==> src/cal_clk_pkg.sv <==
`default_nettype none

package cal_clk_pkg;

    // Configuration register indexes.
    localparam logic [2:0] REG_TWELVE_HOUR = 3'd0;
    localparam logic [2:0] REG_ALARM_EN    = 3'd1;
    localparam logic [2:0] REG_ALARM_HOUR  = 3'd2;
    localparam logic [2:0] REG_ALM_MINUTE  = 3'd3;
    localparam logic [2:0] REG_ALARM_PM    = 3'd4;

    // Request codes.
    localparam logic REQ_TICK = 1'b0;
    localparam logic REQ_LOAD = 1'b1;

    // Reset date and time.
    localparam logic [13:0] RST_YEAR   = 14'd1700;
    localparam logic [3:0]  RST_MONTH  = 4'd2;
    localparam logic [4:0]  RST_DAY    = 5'd28;
    localparam logic [4:0]  RST_HOUR   = 5'd11;
    localparam logic [5:0]  RST_MINUTE = 6'd49;
    localparam logic [5:0]  RST_SECOND = 6'd50;
    localparam logic        RST_PM     = 1'b1;

    localparam logic [13:0] YEAR_LAST = 14'd9999;

    // Multiplicative inverse of 25 modulo 2^14 and the largest quotient.
    // A 14-bit value is a multiple of 25 exactly when its product with the
    // inverse, kept to 14 bits, does not exceed 16383 / 25.
    localparam logic [13:0] INV_25   = 14'd7209;
    localparam logic [13:0] LIMIT_25 = 14'd655;

    typedef struct packed {
        logic [13:0] year;
        logic [3:0]  month;
        logic [4:0]  day;
        logic [4:0]  hour;
        logic [5:0]  minute;
        logic [5:0]  second;
        logic        pm;
    } t_time;

    function automatic logic is_mult_25(input logic [13:0] y);
        logic [27:0] prod;
        begin
            prod = y * INV_25;
            return prod[13:0] <= LIMIT_25;
        end
    endfunction

    // Gregorian rule: divisible by 4 and not by 100, or divisible by 400.
    function automatic logic is_leap(input logic [13:0] y);
        logic m25;
        begin
            m25 = is_mult_25(y);
            return (y[1:0] == 2'd0 && !m25) || (y[3:0] == 4'd0 && m25);
        end
    endfunction

    // Days in a month; codes outside 1..12 count as 30-day months.
    function automatic logic [4:0] month_days(input logic [3:0] m, input logic leap);
        logic [4:0] len;
        begin
            unique case (m)
                4'd2:                                   len = leap ? 5'd29 : 5'd28;
                4'd1, 4'd3, 4'd5, 4'd7, 4'd8, 4'd10, 4'd12: len = 5'd31;
                default:                                len = 5'd30;
            endcase
            return len;
        end
    endfunction

endpackage

`default_nettype wire

==> src/calendar_clock_with_alarm.sv <==
// Calendar clock with alarm.
// Input channel (i_in_valid / o_in_stall): each transaction is either a
// one-second tick or a load of the whole date and time (i_req_type).
// Output channel (o_out_valid / i_out_stall): exactly one transaction per
// input transaction, carrying the date and time after the update and the
// alarm flag, in the same order as the inputs.
// The result of an accepted transaction is registered and presented in the
// cycle after its acceptance. Throughput is one transaction per cycle while
// the output is not stalled; the whole carry chain from second to year and
// the alarm compare sit in one combinational step between the time registers
// and the result register. When the receiver stalls, the result register
// holds its contents and the input stalls only while it is full and stalled.
// Configuration registers are set by i_cfg_wr_en, i_cfg_index, i_cfg_data;
// the user must do so only while the block is idle; the block does not check.
// Reset (synchronous, active low) sets the time to 1700-02-28 11:49:50 PM,
// twelve-hour mode, alarm disabled, and empties the result register.
`default_nettype none

module calendar_clock_with_alarm
    import cal_clk_pkg::*;
(
    input  wire logic        i_clk,
    input  wire logic        i_rst_n,

    input  wire logic        i_cfg_wr_en,
    input  wire logic [2:0]  i_cfg_index,
    input  wire logic [5:0]  i_cfg_data,

    input  wire logic        i_in_valid,
    output logic             o_in_stall,
    input  wire logic        i_req_type,
    input  wire logic [13:0] i_load_year,
    input  wire logic [3:0]  i_load_month,
    input  wire logic [4:0]  i_load_day,
    input  wire logic [4:0]  i_load_hour,
    input  wire logic [5:0]  i_load_minute,
    input  wire logic [5:0]  i_load_second,
    input  wire logic        i_load_pm,

    output logic             o_out_valid,
    input  wire logic        i_out_stall,
    output logic [13:0]      o_cur_year,
    output logic [3:0]       o_cur_month,
    output logic [4:0]       o_cur_day,
    output logic [4:0]       o_cur_hour,
    output logic [5:0]       o_cur_minute,
    output logic [5:0]       o_cur_second,
    output logic             o_cur_pm,
    output logic             o_alarm_hit
);

    // Configuration registers.
    logic       r_twelve_hour;
    logic       r_alarm_en;
    logic [4:0] r_alarm_hour;
    logic [5:0] r_alm_minute;
    logic       r_alarm_pm;

    // Time state and result register.
    t_time r_time;
    t_time n_time;
    t_time r_res;
    logic  r_res_hit;
    logic  r_out_valid;
    logic  n_hit;
    logic  in_accept;

    // Working values, wide enough to hold one increment past the field range.
    logic [6:0]  sec_w;
    logic [6:0]  min_w;
    logic [5:0]  hour_w;
    logic [5:0]  day_w;
    logic [4:0]  mon_w;
    logic [13:0] year_w;
    logic        pm_w;
    logic        to_noon;
    logic [4:0]  mon_len;

    assign o_in_stall = r_out_valid && i_out_stall;
    assign in_accept  = i_in_valid && !o_in_stall;

    // Configuration writes; unknown indexes are ignored.
    always_ff @(posedge i_clk) begin
        if (!i_rst_n) begin
            r_twelve_hour <= 1'b1;
            r_alarm_en    <= 1'b0;
            r_alarm_hour  <= 5'd0;
            r_alm_minute  <= 6'd0;
            r_alarm_pm    <= 1'b0;
        end else if (i_cfg_wr_en) begin
            unique case (i_cfg_index)
                REG_TWELVE_HOUR: r_twelve_hour <= i_cfg_data[0];
                REG_ALARM_EN:    r_alarm_en    <= i_cfg_data[0];
                REG_ALARM_HOUR:  r_alarm_hour  <= i_cfg_data[4:0];
                REG_ALM_MINUTE:  r_alm_minute  <= i_cfg_data;
                REG_ALARM_PM:    r_alarm_pm    <= i_cfg_data[0];
                default: ;
            endcase
        end
    end

    // One-second carry chain from second up to year.
    always_comb begin
        to_noon = 1'b0;
        sec_w   = {1'b0, r_time.second} + 7'd1;
        min_w   = {1'b0, r_time.minute};
        hour_w  = {1'b0, r_time.hour};
        day_w   = {1'b0, r_time.day};
        mon_w   = {1'b0, r_time.month};
        year_w  = r_time.year;
        pm_w    = r_time.pm;

        if (sec_w >= 7'd60) begin
            sec_w = 7'd0;
            min_w = min_w + 7'd1;
        end
        if (min_w >= 7'd60) begin
            min_w   = 7'd0;
            hour_w  = hour_w + 6'd1;
            to_noon = (hour_w == 6'd12);
        end

        if (r_twelve_hour) begin
            if (hour_w > 6'd12) begin
                hour_w = 6'd1;
            end
            // Noon turns AM to PM; midnight turns PM to AM on the next day.
            if (to_noon) begin
                if (pm_w) begin
                    pm_w  = 1'b0;
                    day_w = day_w + 6'd1;
                end else begin
                    pm_w = 1'b1;
                end
            end
        end else if (hour_w >= 6'd24) begin
            hour_w = 6'd0;
            day_w  = day_w + 6'd1;
        end

        mon_len = month_days(r_time.month, is_leap(r_time.year));
        if (day_w > {1'b0, mon_len}) begin
            day_w = 6'd1;
            mon_w = mon_w + 5'd1;
        end
        if (mon_w > 5'd12) begin
            mon_w  = 5'd1;
            year_w = (r_time.year >= YEAR_LAST) ? 14'd0 : r_time.year + 14'd1;
        end
    end

    // Next time: a load overwrites every field, a tick takes the carry chain.
    always_comb begin
        if (i_req_type == REQ_LOAD) begin
            n_time.year   = i_load_year;
            n_time.month  = i_load_month;
            n_time.day    = i_load_day;
            n_time.hour   = i_load_hour;
            n_time.minute = i_load_minute;
            n_time.second = i_load_second;
            n_time.pm     = i_load_pm;
        end else begin
            n_time.year   = year_w;
            n_time.month  = mon_w[3:0];
            n_time.day    = day_w[4:0];
            n_time.hour   = hour_w[4:0];
            n_time.minute = min_w[5:0];
            n_time.second = sec_w[5:0];
            n_time.pm     = pm_w;
        end
    end

    // Alarm compare on the updated time.
    assign n_hit = r_alarm_en
                && n_time.hour == r_alarm_hour
                && n_time.minute == r_alm_minute
                && n_time.second >= 6'd1 && n_time.second <= 6'd30
                && (!r_twelve_hour || n_time.pm == r_alarm_pm);

    // Time state register.
    always_ff @(posedge i_clk) begin
        if (!i_rst_n) begin
            r_time.year   <= RST_YEAR;
            r_time.month  <= RST_MONTH;
            r_time.day    <= RST_DAY;
            r_time.hour   <= RST_HOUR;
            r_time.minute <= RST_MINUTE;
            r_time.second <= RST_SECOND;
            r_time.pm     <= RST_PM;
        end else if (in_accept) begin
            r_time <= n_time;
        end
    end

    // Result register valid flag.
    always_ff @(posedge i_clk) begin
        if (!i_rst_n) begin
            r_out_valid <= 1'b0;
        end else if (in_accept) begin
            r_out_valid <= 1'b1;
        end else if (!i_out_stall) begin
            r_out_valid <= 1'b0;
        end
    end

    // Result payload; the half-of-day field reads 0 in 24-hour mode.
    always_ff @(posedge i_clk) begin
        if (in_accept) begin
            r_res.year   <= n_time.year;
            r_res.month  <= n_time.month;
            r_res.day    <= n_time.day;
            r_res.hour   <= n_time.hour;
            r_res.minute <= n_time.minute;
            r_res.second <= n_time.second;
            r_res.pm     <= r_twelve_hour && n_time.pm;
            r_res_hit    <= n_hit;
        end
    end

    assign o_out_valid  = r_out_valid;
    assign o_cur_year   = r_res.year;
    assign o_cur_month  = r_res.month;
    assign o_cur_day    = r_res.day;
    assign o_cur_hour   = r_res.hour;
    assign o_cur_minute = r_res.minute;
    assign o_cur_second = r_res.second;
    assign o_cur_pm     = r_res.pm;
    assign o_alarm_hit  = r_res_hit;

    // An accepted transaction always leaves a result waiting.
    a_accept_gives_result: assert property (@(posedge i_clk) disable iff (!i_rst_n)
        in_accept |=> o_out_valid)
        else $error("accepted transaction produced no result");

    // A raised alarm implies the alarm is enabled.
    a_alarm_enabled: assert property (@(posedge i_clk) disable iff (!i_rst_n)
        (o_out_valid && o_alarm_hit) |-> r_alarm_en)
        else $error("alarm raised while disabled");

    // A raised alarm only falls within seconds 1 to 30 of the minute.
    a_alarm_window: assert property (@(posedge i_clk) disable iff (!i_rst_n)
        (o_out_valid && o_alarm_hit) |-> (o_cur_second >= 6'd1 && o_cur_second <= 6'd30))
        else $error("alarm raised outside its second window");

    // A tick below the last second simply advances the second.
    a_second_step: assert property (@(posedge i_clk) disable iff (!i_rst_n)
        (in_accept && i_req_type == REQ_TICK && r_time.second < 6'd59)
        |=> r_time.second == $past(r_time.second) + 6'd1)
        else $error("second did not advance by one");

endmodule

`default_nettype wire
==> config.mk <==
export PLATFORM = sky130hd
export DESIGN_NAME = calendar_clock_with_alarm
export DESIGN_NICKNAME = d
export VERILOG_FILES = /design/src/cal_clk_pkg.sv /design/src/calendar_clock_with_alarm.sv
export SDC_FILE = /design/constraint.sdc
export NUM_CORES = 1
export LEC_CHECK = 0
export BUFFER_PORTS_ARGS = -buffer_cell sky130_fd_sc_hd__buf_2
export CAP_MARGIN = 20
export CORE_MARGIN = 5
export CORE_UTILIZATION = 45
export CTS_CLUSTER_DIAMETER = 50
export DETAILED_ROUTE_END_ITERATION = 16
export REMOVE_ABC_BUFFERS = 1
export SLEW_MARGIN = 20
export SYNTH_ARGS = -nofsm -noshare
export SYNTH_HDL_FRONTEND = slang
export SYNTH_SLANG_ARGS = --single-unit
==> constraint.sdc <==
create_clock -name i_clk -period 6.5 [get_ports i_clk]
set_input_delay 1.95 -clock i_clk [delete_from_list [all_inputs] [get_ports i_clk]]
set_output_delay 1.95 -clock i_clk [all_outputs]
set_load 0.02 [all_outputs]
Word level (Yosys, flattened, before mapping)
Index checks and enable logic that the tools add are counted.

Register bits after elaboration: 98. Input bits: 56. Output and inout bits: 44. Word-level logic and storage cells: 104.

Add/sub/neg operators: 6. Multipliers: 1. Order comparisons: 10. Equality and inequality tests: 17. Multiplexer cells: 25. Reductions and logical operators: 24.

Operator list (count): $mux W6 (7); $mux W41 (1); $mux W14 (2); $mux W5 (5); $add A14 B1 Y14 const B (1); $add A6 B1 Y7 const B (2); $ge A14 B14 Y1 const B (1); $ge A7 B6 Y1 const B (2); $le A14 B10 Y1 const B (1); $mul A14 B13 Y14 const B (1); $add A5 B1 Y6 const B (2); $eq A4 B4 Y1 const B (3); $logic_and A1 B1 Y1 (10); $reduce_and A2 Y1 (5); $eq A4 B2 Y1 const B (2); $eq A4 B3 Y1 const B (2); $mux W1 (7); $mux W7 (1); $reduce_or A7 Y1 (1); $eq A3 B2 Y1 const B (2); $eq A6 B4 Y1 const B (1); $eq A6 B6 Y1 (1); $ge A6 B1 Y1 const B (1); $ge A6 B5 Y1 const B (1); other kinds (18) (21).

Logic depth before layout (Yosys ltp)
Word-level depth: 19. Mapped depth: 29. Mapped depth without buffers: 28.

Worst setup path after synthesis
OpenSTA, ideal clock, no wires.

Kind: register to register. Start point: reg r_time[27] in the netlist's numbering. End point: reg r_res, in the netlist o_cur_year[13], data pin. Setup time: 0.271 ns. Arrival time: 5.425 ns. Required time: 6.229 ns. Setup slack: 0.804 ns. Cell stages (with the launch flop): 26. Path buffers: 1. Cell sequence: dfxtp_1 fa_1 ha_1 ha_1 inv_1 fa_1 fa_1 inv_1 ha_1 xor2_1 nor3_1 a31oi_1 o22ai_1 nand3_1 a31o_2 ha_1 nand2_1 o21ai_0 nor2_1 nand3_1 a2bb2oi_2 a22o_4 a21o_4 buf_6 a31oi_1 o21ai_0.

RTL lines: start, declared (line calendar_clock_with_alarm.sv:60) `t_time r_time;`; start signal, assigned (line calendar_clock_with_alarm.sv:191) `r_time <= n_time;`; end, declared (line calendar_clock_with_alarm.sv:62) `t_time r_res;`.

==> results_dict.tcl <==
set metrics [dict create \
    crit_type "flip-flop to flip-flop" \
    cts_tree "done" \
    dr.pass1.iters 5 \
    antenna_left 0 \
    routed_wl_um 21160 \
    synth.top_cell.area_share_pct 16.58 \
    vias_per_cell 5.737 \
    initial_core_util_pct 45.87 \
    dp_cells 1173 \
    synth_edf_count 42 \
    worstPathRequired_ps 6600 \
    root_buffer "clkbuf_16" \
    maxCapViolCount 0 \
    grt_max_degree 46 \
    drt-initial-drc-count 516 \
    yosys_warnings 0 \
    clock_sinks 98 \
    grt_use_total_pct 21.56 \
    drive_gt1_share_pct 18.95 \
    fin_ws_ps 382.6 \
    worst_setup_path_end_kind "flip-flop" \
    clkTransAtPathRegs_ps 70 \
    synth_cell_type_count 95 \
    synth_area_per_cell_um2 8.596 \
    worst_pin_slew_ps 830.0 \
    worstPathMaxFanout 17 \
    power_leakage_nw 3.641 \
    p_per_area_nw_per_um2 292.0 \
    n_antenna_cell 0 \
    preCtsSetupSlack_ps 307.1 \
    die_area_um2 19610 \
    num-nets-final 1089 \
    die_w_um 140.0 \
    min_path_cells 2 \
    setup.worst_path.start_class "flip-flop" \
    grt_setup_unrepaired "yes" \
    cts.path.max_buffers 2 \
    max_freq_mhz 163.5 \
    cp.arrival_ps 6220 \
    ir_drop_mv 0.1546 \
    synthTopCellsByArea "edfxtp_1 17%, dfxtp_1 15%, ha_1 8.4%" \
    netlist_area_um2 7607 \
    clk_latency_ps 360 \
    numCtsBuffers 9 \
    period_share_pct 94.11 \
    hold_class "flip-flop to flip-flop" \
    grt_pass1_vias 6592 \
    ys_async_sr_fraction_pct 0 \
    setup_viol 0 \
    gr-total-overflow 0 \
    slew_violations 0 \
    skew_ps 9.094 \
    yosysSeqAreaShare_pct 31.32 \
    gp_congestion 0.8759 \
    grt_first_pass_wirelength_um 34690 \
    synth_top_area_cell "edfxtp_1" \
    status "finished, final reports clean" \
    htree_num_levels 3 \
    fin_cells 1196 \
    drc_errors 0 \
    antenna_found_initial 0 \
    layout_commonest_cell "nand2_1" \
    period_needed_ps 6117 \
    vias 6862 \
    core-area_um2 16580 \
    hold_viol 0 \
    portBuffers 99 \
    num_io_pins 100 \
    die_y_um 140.0 \
    relSlewSlack_pct 44.60 \
    r2r_cells 24 \
    power.total_mw 2.525 \
    synth-seq-cells 98 \
    syn_to_final_growth_pct 13.67 \
    synth_flop_cell "dfxtp_1" \
    syn_inst 885 \
    rows 47 \
    final_cell_mix "107 x nand2_1, 99 x buf_2, 86 x nor2_1" \
    hpwl_um 15400 \
    avgRoutedWirePerCell_um 17.69 \
]
-- cell usage after synthesis, drive strengths merged, types with 11 or more instances --
cell    instances
clkbuf         31
xor2           16
ha             51
a21oi          38
fa             11
and3           11
o21ai          44
nand3          37
buf            23
nor3           22
o31ai          17
nand2         109
xnor2          27
mux2i          20
edfxtp         42
a211oi         13
nor2           87
inv            58
dfxtp          56
-- critical path: stages, from the launching register on --
cell	delay [ps]
dfxtp_1	440
fa_1	450
ha_1	300
ha_1	270
inv_1	50
fa_1	510
fa_1	560
inv_1	40
ha_1	340
xor2_1	160
nor3_1	130
a31oi_1	60
o22ai_1	150
nand3_1	160
a31o_2	290
ha_1	260
nand2_1	50
o21ai_0	90
nor2_1	170
nand3_1	110
a2bb2oi_2	180
a22o_4	310
a21o_4	300
a311oi_1	380
nor2_1	90
-- cell families (layout without fill, tap and decap cells) --
| group | after synthesis | after routing | synth area share (%) |
|---|---|---|---|
| and+or+nand+nor | 326 | 326 | 20.63 |
| AOI/OAI and AO/OA | 220 | 221 | 21.84 |
| buffers and inverters | 114 | 204 | 6.957 |
| DFF | 98 | 98 | 31.32 |
| adders and majority gates | 62 | 62 | 11.28 |
| xor gates and xnor gates | 43 | 43 | 5.049 |
| muxes | 22 | 22 | 2.928 |
-- where the power goes --
part	switching [mW]	leakage [nW]	internal, mW	total, mW
registers	0.0598	0.870	0.712	0.772
clock network	0.254	0.140	0.263	0.517
logic	0.731	2.63	0.506	1.24
-- through the flow --
step / utilization, % / hold slack (ps) / area, µm² / TNS, ps
detailed placement: 49.76 / 489.1 / 8252 / 0
finish: 52.14 / 498.5 / 8647 / 0
global placement: 49.76 / 485.8 / 8252 / 0
global route: 52.14 / 537.2 / 8647 / -11.13
CTS: 51.44 / 505.4 / 8531 / 0
floorplan: - / 453.5 / 7300 / 0
-- metal layers --
layer / share of wire [%] / track usage (%) / vias to the layer above
met1: 47 / 30.78 / 3240
met3: 6.0 / 3.749 / 21
met5: 0 / 0 / -
met2: 46 / 33.65 / 207
met4: 1.3 / 6.221 / 0
li1: - / - / 3394
-- path summary, 6_finish.rpt --
path,startpoint,endpoint,slack [ps]
worst max-delay path,r_time[28],o_cur_year[2],380
worst min-delay path,r_alarm_hour[0],r_alarm_hour[0],500
worst max register to register,r_time[28],o_cur_year[2],380
worst min register to register,r_alarm_hour[0],r_alarm_hour[0],500
-- layout make-up --
cell class	instances	area (µm²)
clock buffer	9	225.2
clock inverter	7	53.80
fill	1641	7936
inverter	59	222.7
multi-input combinational	674	4753
sequential	98	2384
tap	220	275.3
timing repair buffer	129	733.2
-- sequential cells by signal, summed over array words and instances (netlist names), 4 cells and up --
name          cells
o_cur_hour        5
o_cur_second      6
o_cur_day         5
r_alm_minute      6
r_alarm_hour      5
o_cur_minute      6
o_cur_month       4
r_time           41
o_cur_year       14
-- repair_timing --
| item | CTS | global route |
|---|---|---|
| buffers inserted | 0 | 6 |
| hold endpoints to repair | 0 | 0 |
| hold buffers | 0 | 0 |
| gates resized for setup | 0 | 10 |
| endpoints found under the setup margin | 0 | 15 |
Power figures use the tool's default switching activity.
